### src/hdl/glh_pkg.sv
`default_nettype none
// ----------------------------------------------------------------------------
// glh_pkg
// Shared types and codes of the gray-level histogram: result status codes,
// operation codes, register map and the controller/datapath interface.
// ----------------------------------------------------------------------------
package glh_pkg;

  // result status
  typedef enum logic [1:0] {
    ST_OK        = 2'd0,
    ST_PIX_DROP  = 2'd1,
    ST_BIN_RANGE = 2'd2
  } status_e;

  // input operation
  localparam logic OP_ACCUM = 1'b0;
  localparam logic OP_READ  = 1'b1;

  // register map, index taken from paddr[2]
  localparam logic       REG_MAX_LEVEL = 1'b0;
  localparam logic [7:0] MAX_LEVEL_RST = 8'd255;

  // controller to datapath
  typedef struct packed {
    logic clear;    // write zero at the sweep address and step it
    logic capture;  // latch the incoming item and read its bin
    logic commit;   // write the bin back and load the result register
  } glh_cmd_t;

  // datapath to controller
  typedef struct packed {
    logic clear_done;
  } glh_stat_t;

endpackage
`default_nettype wire

### src/hdl/glh_regs.sv
`default_nettype none
// ----------------------------------------------------------------------------
// glh_regs
// APB-style configuration register: holds the largest gray level in use.
// ----------------------------------------------------------------------------
module glh_regs (
  input  wire logic        clk_i,
  input  wire logic        rst_ni,
  input  wire logic        psel,
  input  wire logic        penable,
  input  wire logic        pwrite,
  input  wire logic [2:0]  paddr,
  input  wire logic [31:0] pwdata,
  output logic      [31:0] prdata,
  output logic             pready,
  output logic      [7:0]  max_level_o
);

  logic [7:0] max_level_q, max_level_d;
  logic       wr_en;

  assign wr_en  = psel & penable & pwrite;
  assign pready = 1'b1;

  always_comb begin
    max_level_d = max_level_q;
    if (wr_en && (paddr[2] == glh_pkg::REG_MAX_LEVEL)) begin
      max_level_d = pwdata[7:0];
    end
  end

  always_ff @(posedge clk_i or negedge rst_ni) begin
    if (!rst_ni) begin
      max_level_q <= glh_pkg::MAX_LEVEL_RST;
    end else begin
      max_level_q <= max_level_d;
    end
  end

  always_comb begin
    prdata = 32'd0;
    if (paddr[2] == glh_pkg::REG_MAX_LEVEL) begin
      prdata = {24'd0, max_level_q};
    end
  end

  assign max_level_o = max_level_q;

endmodule
`default_nettype wire

### config.mk
export PLATFORM = sky130hd
export DESIGN_NAME = glh_regs
export DESIGN_NICKNAME = d
export VERILOG_FILES = /design/src/hdl/glh_pkg.sv /design/src/hdl/glh_regs.sv
export SDC_FILE = /design/constraint.sdc
export NUM_CORES = 1
export LEC_CHECK = 0
export BUFFER_PORTS_ARGS = -buffer_cell sky130_fd_sc_hd__clkbuf_2
export CAP_MARGIN = 20
export CORE_MARGIN = 3
export CORE_UTILIZATION = 30
export CTS_BUF_LIST = sky130_fd_sc_hd__clkbuf_16
export DETAILED_ROUTE_END_ITERATION = 8
export GPL_TIMING_DRIVEN = 0
export PLACE_DENSITY_LB_ADDON = 0.05
export SLEW_MARGIN = 20
export SYNTH_ARGS = -nofsm -noshare
export SYNTH_HDL_FRONTEND = slang
export SYNTH_SLANG_ARGS = --single-unit
export TNS_END_PERCENT = 1
### constraint.sdc
create_clock -name clk_i -period 1 [get_ports clk_i]
set_clock_uncertainty 0.2 [all_clocks]
set_input_delay 0.1 -clock clk_i [delete_from_list [all_inputs] [get_ports clk_i]]
set_output_delay 0.1 -clock clk_i [all_outputs]
set_load 0.05 [all_outputs]
==> results <==
- The data required time at the worst endpoint is 0.70 ns.
- The most critical setup path has its startpoint at max_level_o[2].
- In the final timing run, aggregate negative setup slack is -5.16 ns.
- In the synthesized netlist, the number of instances is 52.
- The flow ran to the end, but the final reports show violations.
- Clock-pin slew was measured on the worst setup and hold paths at 0.04 ns.
- Buffers inserted to repair hold after CTS numbered 1.
- The largest net degree at the start of global routing is 10.
- The worst hold path begins at pwdata[6].
- Counting I/O delays and the setup requirement, the final critical path takes 1.39 ns.
- The initialized floorplan defines 15 standard-cell rows.
- Dividing the synthesized area by the synthesized cell count gives 11.3 sq um.
- Final hold analysis gives a worst-case slack of -0.0976 ns.
- The growth of design area from synthesis to finish is 105%.
- The arrival time of data at the critical path endpoint is 1.09 ns.
- The worst setup path is captured at an output pin.
- The number of flops mapped to enable cells by yosys is 0.
- The number of global-route vias before repair came to 490.
- The number of buffer cells added on primary ports is 29.
- CTS built an H-tree with a depth of 1.
- The total number of nets in the final design is 153.
- The final antenna-violating net count is 0.
- The starting density of the core is 33.1%.
- The overall power after layout is 2.56 mW.
- In this run the cell area of the synthesized design comes to 589 sq um.
- The worst hold path terminates at max_level_o[6].
- The cell sitting at the root of the clock tree is a clkbuf_16.
- The width of the chip is 50.3 um.
- Leaving out filler cells and counting taps, the final layout contains 136.
- In the post-synthesis netlist, the cell with the most instances is buf_4.
- The number of cells after detailed placement is 129.
- Counting flops and latches in the post-synthesis netlist gives 8.
- The fraction of final layout cells sized beyond drive strength 1 is 76.6%.
- The timing-limited maximum frequency is 720 MHz.
- Clock tree synthesis found a total of 8 sinks.
- TritonCTS created 3 clock buffers.
- After detailed routing, the total wire length is 1.34 mm.
- The die covers 2530 sq um.
- Setup repair after global routing could not meet its margin everywhere.
- The number of vias after detailed routing is 477.
- The startpoint identified for the worst register-to-register timing path is max_level_o[5].
- The warning count from the yosys run is 0.
- The number of antenna diodes is 0.
- The vertical die dimension is 50.3 um.
- The wire length per cell after detailed routing is 9.88 um.
- In this run the static leakage power is 0.649 nW.
- The clock latency on the worst-skew pair is 0.23 ns.
- The largest vdd supply drop is 1.44 mV.
- Setup slack on the worst reg-to-reg path comes out at -0.01 ns.
- The number of pins with negative max-slew slack in the final report came to 0.
- Global routing consumed, over all layers together, 11.4% of the routing resources.
- The routability congestion estimate from global placement is 0.590.
- Prior to clock tree synthesis, the placed netlist has a worst setup slack of -0.231 ns.
- The number of antenna violations at the first check in global routing is 0.
- Sorting the synthesized cells by how often they occur yields buf_4 (25), and2b_2 (8), dfstp_2 (8), mux2_2 (8), conb_1 (2).
- After floorplanning, the core was sized to cover 1780 sq um.
- The cell depth of the worst flop-to-flop path is 2.
- The path class of the tightest hold or removal check is in -> reg.
- Before antenna repair, the detailed router went through 2 iterations.
- Power spread over the standard cell area amounts to 2120 nW/um^2.
- The detailed router finished its first iteration with 6 violations.
- The I/O pin count is 81.
- The worst hold path was traced through 2 stages.
- The register with the most flip-flops in the layout has 8 of them.
- The tool flagged a number of max-cap violations equal to 0.
- The classification of the worst setup path is reg -> out.
- Global routing finished with a remaining overflow of 0.
- The number of unique standard cell types used by synthesis is 6.
- The dominant synthesized flop cell is dfstp_2.
- Using the TritonRoute via totals, the vias-per-cell ratio works out to 3.51.
- For this run, the register share of the synthesized area comes to 35.7%.
- The checks that failed: hold timing, setup timing.
- In the routed design, unresolved DRC markers number 0.
- No sink is reached through more buffers than the 2 on the longest clock path.
- Setup violations remaining at the end of the flow were counted as 17.
- The library cell occupying the most area in the post-synthesis netlist is dfstp_2.
- The share of flip-flops with an asynchronous set or reset is 100%.
- The worst-path maximum fanout is 3.
- The worst setup slack after layout is -0.389 ns.
- The final worst-path cycle share is 139%.
- In this run the critical register-to-register path is captured at max_level_o[5].
- The synthesized design devotes to its leading area cell type 35.7% of total area.
- TritonCTS built the clock tree.
- The number of hold violations in the final report was 8.
- STA classifies the critical path startpoint as a flip-flop.
- The first global-routing pass estimated 2.15 mm of wire.
- Ranked by total cell area, the synthesized netlist is headed by dfstp_2 (36%), buf_4 (32%), mux2_2 (15%).
layout make-up:
| type | count | area, sq um |
|---|---|---|
| Buffer | 25 | 188 |
| Clock buffer | 3 | 75.1 |
| Fill cell | 136 | 576 |
| Multi-Input combinational cell | 42 | 292 |
| Sequential cell | 8 | 210 |
| Tap cell | 25 | 31.3 |
| Timing Repair Buffer | 33 | 412 |
kinds of logic (layout without fill, tap and decap cells):
logic type	Yosys count	count (layout)	share of synthesized area, %
multiplexers	8	8	15.3
flip-flops	8	8	35.7
other	2	25	1.27
buffers and inverters	25	61	31.8
AND/OR/NAND/NOR	9	9	15.9
per-stage QoR:
stage | instance area (sq um) | util, %
detailed placement | 862 | 48.4
CTS | 1170 | 65.7
floorplan | 686 | -
finish | 1210 | 67.7
global route | 1210 | 67.7
global placement | 862 | 48.4
cell usage in the layout, fill, tap and decap left out, drive strengths merged:
cell / n
conb: 25
buf: 33
clkbuf: 27
dfstp: 8
and2b: 8
dlygate4sd3: 1
nand4b: 1
mux2: 8
layer usage:
metal  global-route usage [%]  vias up  part of all wire, %
li1                         -      235                    -
met1                     10.4      208                   36
met2                     22.8       32                   54
met3                     3.56        2                  9.8
met4                     4.04        0                 0.30
met5                        0        -                    0
power by group:
part	leakage (nW)	internal, mW	switching, mW
clock network	0.0370	0.515	0.153
logic	0.528	0.601	0.772
registers	0.0840	0.452	0.0622
how the worst max path moves through the flow:
| stage | end | slack, ns | depth (start not counted) |
|---|---|---|---|
| CTS | prdata[3] | -0.38 | 2 |
| global route | prdata[4] | -0.41 | 2 |
| detailed placement | prdata[3] | -0.23 | 2 |
| floorplan | prdata[0] | -0.28 | 1 |
| global placement | prdata[3] | -0.22 | 2 |
| finish | prdata[2] | -0.39 | 2 |
worst max-delay path: stages (launching register included):
cell and delay (ns):
dfstp_2 0.55, and2b_4 0.16, clkbuf_16 0.15
repair_timing:
action | 4_1_cts | 5_1_grt
endpoints found under the hold margin | 16 | 8
setup endpoints to repair | 16 | 16
cloned | 0 | 0
buffers inserted | 0 | 3
gates resized for setup | 39 | 7
Power figures use the tool's default switching activity.
