File: src/hdl/glh_pkg.sv
`default_nettype none
// ----------------------------------------------------------------------------
// glh_pkg
// Shared types and codes of the gray-level histogram: result status codes,
// operation codes, register map and the controller/datapath interface.
// ----------------------------------------------------------------------------
package glh_pkg;

  // result status
  typedef enum logic [1:0] {
    ST_OK        = 2'd0,
    ST_PIX_DROP  = 2'd1,
    ST_BIN_RANGE = 2'd2
  } status_e;

  // input operation
  localparam logic OP_ACCUM = 1'b0;
  localparam logic OP_READ  = 1'b1;

  // register map, index taken from paddr[2]
  localparam logic       REG_MAX_LEVEL = 1'b0;
  localparam logic [7:0] MAX_LEVEL_RST = 8'd255;

  // controller to datapath
  typedef struct packed {
    logic clear;    // write zero at the sweep address and step it
    logic capture;  // latch the incoming item and read its bin
    logic commit;   // write the bin back and load the result register
  } glh_cmd_t;

  // datapath to controller
  typedef struct packed {
    logic clear_done;
  } glh_stat_t;

endpackage
`default_nettype wire

File: src/hdl/glh_ctrl.sv
`default_nettype none
// ----------------------------------------------------------------------------
// glh_ctrl
// Sequencer: clearing sweep after reset, then capture / commit per item with
// the result register handshake.
// ----------------------------------------------------------------------------
module glh_ctrl (
  input  wire logic                clk_i,
  input  wire logic                rst_ni,
  input  wire logic                in_valid_i,
  output logic                     in_ready_o,
  output logic                     out_valid_o,
  input  wire logic                out_ready_i,
  output glh_pkg::glh_cmd_t        cmd_o,
  input  wire glh_pkg::glh_stat_t  stat_i
);

  typedef enum logic [1:0] {
    S_CLEAR,
    S_IDLE,
    S_RUN
  } state_e;

  state_e state_q;
  logic   in_ready_q;
  logic   out_valid_q;

  always_comb begin
    cmd_o         = '0;
    cmd_o.clear   = (state_q == S_CLEAR);
    cmd_o.capture = (state_q == S_IDLE) & in_valid_i & in_ready_q;
    cmd_o.commit  = (state_q == S_RUN) & (!out_valid_q | out_ready_i);
  end

  always_ff @(posedge clk_i or negedge rst_ni) begin
    if (!rst_ni) begin
      state_q     <= S_CLEAR;
      in_ready_q  <= 1'b0;
      out_valid_q <= 1'b0;
    end else begin
      case (state_q)
        S_CLEAR: begin
          if (stat_i.clear_done) begin
            state_q    <= S_IDLE;
            in_ready_q <= 1'b1;
          end
        end
        S_IDLE: begin
          if (cmd_o.capture) begin
            state_q    <= S_RUN;
            in_ready_q <= 1'b0;
          end
        end
        S_RUN: begin
          // bin data is ready, wait for a free result slot
          if (cmd_o.commit) begin
            state_q    <= S_IDLE;
            in_ready_q <= 1'b1;
          end
        end
        default: begin
          state_q    <= S_CLEAR;
          in_ready_q <= 1'b0;
        end
      endcase
      if (cmd_o.commit) begin
        out_valid_q <= 1'b1;
      end else if (out_ready_i) begin
        out_valid_q <= 1'b0;
      end
    end
  end

  assign in_ready_o  = in_ready_q;
  assign out_valid_o = out_valid_q;

`ifndef ASSERT_OFF
  a_ready_idle: assert property (@(posedge clk_i) disable iff (!rst_ni)
    in_ready_q |-> (state_q == S_IDLE))
    else $error("input ready outside idle");

  a_capture_run: assert property (@(posedge clk_i) disable iff (!rst_ni)
    cmd_o.capture |=> (state_q == S_RUN))
    else $error("capture not followed by run");

  a_result_src: assert property (@(posedge clk_i) disable iff (!rst_ni)
    $rose(out_valid_q) |-> $past(state_q == S_RUN))
    else $error("result appeared without a commit");

  a_clear_quiet: assert property (@(posedge clk_i) disable iff (!rst_ni)
    (state_q == S_CLEAR) |-> (!out_valid_q && !in_ready_q))
    else $error("handshake active during clearing sweep");
`endif

endmodule
`default_nettype wire

File: config.mk
export PLATFORM = sky130hd
export DESIGN_NAME = glh_ctrl
export DESIGN_NICKNAME = d
export VERILOG_FILES = /design/src/hdl/glh_pkg.sv /design/src/hdl/glh_ctrl.sv
export SDC_FILE = /design/constraint.sdc
export NUM_CORES = 1
export LEC_CHECK = 0
export ABC_AREA = 1
export BUFFER_PORTS_ARGS = -buffer_cell sky130_fd_sc_hd__buf_2
export CORE_AREA = 2 2 39 41
export DETAILED_ROUTE_END_ITERATION = 8
export DIE_AREA = 0 0 41 43
export SYNTH_ARGS = -nofsm -noshare
export SYNTH_HDL_FRONTEND = slang
export SYNTH_SLANG_ARGS = --single-unit
File: constraint.sdc
create_clock -name clk_i -period 0.9 [get_ports clk_i]
set_input_delay 0.09 -clock clk_i [delete_from_list [all_inputs] [get_ports clk_i]]
set_output_delay 0.09 -clock clk_i [all_outputs]
set_load 0.02 [all_outputs]
==> results.md <==
* Post-synth top area share at between 50% and 60%
* Vias in the first global route at 255
* Die Span X at slightly above 40 um
* CP Data Required Time at just over 0.8 ns
* Port Buf Inserts at 9
* Largest net degree at the start of global routing at 5
* Worst setup SP type: flop
* Combinational share of power at 58.6%
* Post-Layout Cell Count at 63
* Tightest Pin Transition at about 0.18 ns
* Switching Share at between 30 and 40%
* Die area at approximately 1800 um^2
* Global-route wire length before repair at roughly 830 um
* Mapped Avg Cell Area at approximately 7.7 um^2
* Final core utilization at 29.8%
* CTS H-tree lvls at 1
* HP Start: out_ready_i
* Worst Hold End: out_valid_o
* Yosys warns at 0
* Clk buf depth at 2
* Slowest CP cell: dfrtp_2
* Final WL at slightly above 500 um
* Max capacitance violation total at 0
* Initial Utilization at 14.4%
* Top cell type by total area after synthesis: dfrtp_1
* Num CTS Buffers at 3
* Yosys reg bits at 4
* Area growth syn-to-layout at 108%
* CTS tree: yes
* Register-to-Register Path Depth at 6
* Final Setup Violations at 6
* Final cycle utilization of the critical path at 126%
* Reg clk slew, reported paths at roughly 0.040 ns
* Grt peak-use layer: met2
* Post-synth EDFFs at 0
* Netlist Area Pre-Place at 199 um^2
* Met2 Use GR at approximately 12%
* Outcome: finished, violations left
* Detail Route Antenna Nets at 0
* RSZ-0062 raised after global routing: true
* Sink Count at 4
* Post-synth top cells: 6 x inv_1, 6 x nand2_1, 4 x dfrtp_1
* DP HPWL at ~380 um
* GR met3 Demand/Resource at ~1.6%
* Setup_tns at -0.996 ns
* Reg-to-Reg Start: state_q[1]
* FF-to-FF End: in_ready_o
* Layout cells sized above 1 at between 60% and 70%
* Hold Path Stages at 2
* Syn Nets at 31
* CP arrival at ~1.1 ns
* GRT met1 Usage at a little under 6%
* N_diodes at 0
* # rows at 14
* Crit-path max FO at 4
* FILL cells at ~150
* Core ar. at 1380 um^2
* Dpl cells at 54
* Power Internal at about 850 uW
* Clock skew at between 0.0009 and 0.001 ns
* Class of the worst hold path: in -> reg
* Worst R2R Setup Slack at -0.16 ns
* Slowest stage delay, CP at between 0.4 and 0.5 ns
* Unique masters post-synth at 9
* Peak VDD IR at 1050 uV
* Cell chain of the critical path: nor2_2 -> inv_1 -> nor2_2 -> buf_6
* Ys flop type: dfrtp_1
* Sequential power share at 25.6%
* Fraction of registers with async set or reset after synthesis at 100%
* Cell repeated most along the worst path: nor2_2
* Placer Congestion at 0.656
* P per Cell Area at roughly 3300 nW/um^2
* Clk_lat worst skew at roughly 0.23 ns
* Cell count after synthesis at 26
* Via/cell ratio at 3.78
* Clock power share at 15.7%
* Final Net Count at 54
* Peak Freq at about 0.88 GHz
* DR vias at 238
* WP buf/inv at 2
* 1st-pass router iterations at 4
* Slew HR at 88.0%
* Pleak at between 0.0002 and 0.00025 uW
* NetSw at a little over 500 uW
* Fin. Hold Viols at 0
* Failing checks: setup timing
* Hold WS at 0.0818 ns
* CP Class: reg -> out
* Setup WS post-layout at -0.238 ns
* IO Pins at 10
* Routed wire length per instance at roughly 8.1 um
* Top cells by area, synth: dfrtp_1 50%, inv_1 11%, nand2_1 11%
* Max-slew violations at 0
* Overall routing resource usage at slightly above 7%
* DRC at 0
* Final global-route overflow total at 0
* Tmin final at approximately 1.1 ns
* Die Height at 43 um
* Antenna violations before repair at 0
* Root Buffer: clkbuf_4
* Register area share after synthesis at slightly above 50%
* Initial DRC Count at 4
* Crit end category: primary output
* CP top delay family: flip-flops
## layout make-up
type | count | area (um^2) | share of cell area [%]
Clock buffer | 3 | 22.5 | 5.45
Sequential cell | 4 | 104 | 25.2
Tap cell | 16 | 20.0 | 4.85
Multi-Input combinational cell | 16 | 96.3 | 23.3
Inverter | 6 | 22.5 | 5.45
Timing Repair Buffer | 18 | 148 | 35.8
## power by group through the flow
stage / combinational [uW] / clock [uW] / sequential (uW)
global route: 867 / 240 / 359
detailed placement: 531 / 0 / 346
finish: 799 / 215 / 349
global placement: 531 / 0 / 339
floorplan: 269 / 0 / 386
CTS: 801 / 229 / 342
## layer usage
layer | share of wire [%] | vias to the layer above
li1 | - | 122
met1 | 33 | 111
met2 | 61 | 5
met3 | 5.5 | 0
met4 | 0 | 0
met5 | 0 | -
## worst max-delay path by stage
stage	startpoint	end	slack, ns	cells past startpoint
after floorplan	out_valid_o	in_ready_o	-0.03	5
after global placement	state_q[0]	in_ready_o	-0.05	4
after detailed placement	state_q[0]	state_q[0]	-0.08	4
after CTS	state_q[0]	cmd_o[0]	-0.23	4
after global routing	state_q[0]	cmd_o[0]	-0.29	4
final	state_q[0]	cmd_o[0]	-0.24	4
## registers in the layout, summed over array words and instances (netlist names)
name	flops
out_valid_o	1
state_q	2
in_ready_o	1
## timing repair
| item | 4_1_cts | 5_1_grt |
|---|---|---|
| setup buffers | 6 | 0 |
| pin swaps | 4 | 3 |
| hold buffers | 1 | 0 |
| setup endpoints to repair | 7 | 8 |
| endpoints found under the hold margin | 4 | 0 |
| resized for setup | 14 | 1 |
| cloned | 0 | 0 |
## through the flow
stage / instance area, um^2 / power (uW) / worst slack (ns)
global route: 413 / 1470 / -0.294
detailed placement: 299 / 877 / -0.0790
floorplan: 211 / 655 / -0.0321
finish: 413 / 1360 / -0.238
CTS: 408 / 1370 / -0.233
global placement: 299 / 870 / -0.0550
## cell families (layout without fill, tap and decap cells)
group	count (synthesis)	count (layout)	share of synthesized area, %
AND/OR/NAND/NOR	15	15	35.8
buffers and inverters	6	27	11.3
AO/OA/AOI/OAI	1	1	2.51
flip-flops	4	4	50.3
## placed cells by master (no fill, tap or decap)
| master | synthesis | layout |
|---|---|---|
| nand3_1 | 2 | 2 |
| buf_2 | 0 | 5 |
| dlygate4sd3_1 | 0 | 1 |
| inv_2 | 0 | 2 |
| o21ai_0 | 1 | 1 |
| inv_1 | 6 | 4 |
| nand4_1 | 2 | 2 |
| dfrtp_1 | 4 | 1 |
| dfrtp_2 | 0 | 3 |
| nand2_2 | 1 | 2 |
| buf_6 | 0 | 6 |
| nand2_4 | 0 | 1 |
| nor2_4 | 0 | 1 |
| nand2_1 | 6 | 4 |
| clkbuf_4 | 0 | 3 |
| buf_4 | 0 | 6 |
| nor2_2 | 2 | 3 |
Note: power is estimated with default switching activity, not from simulation.
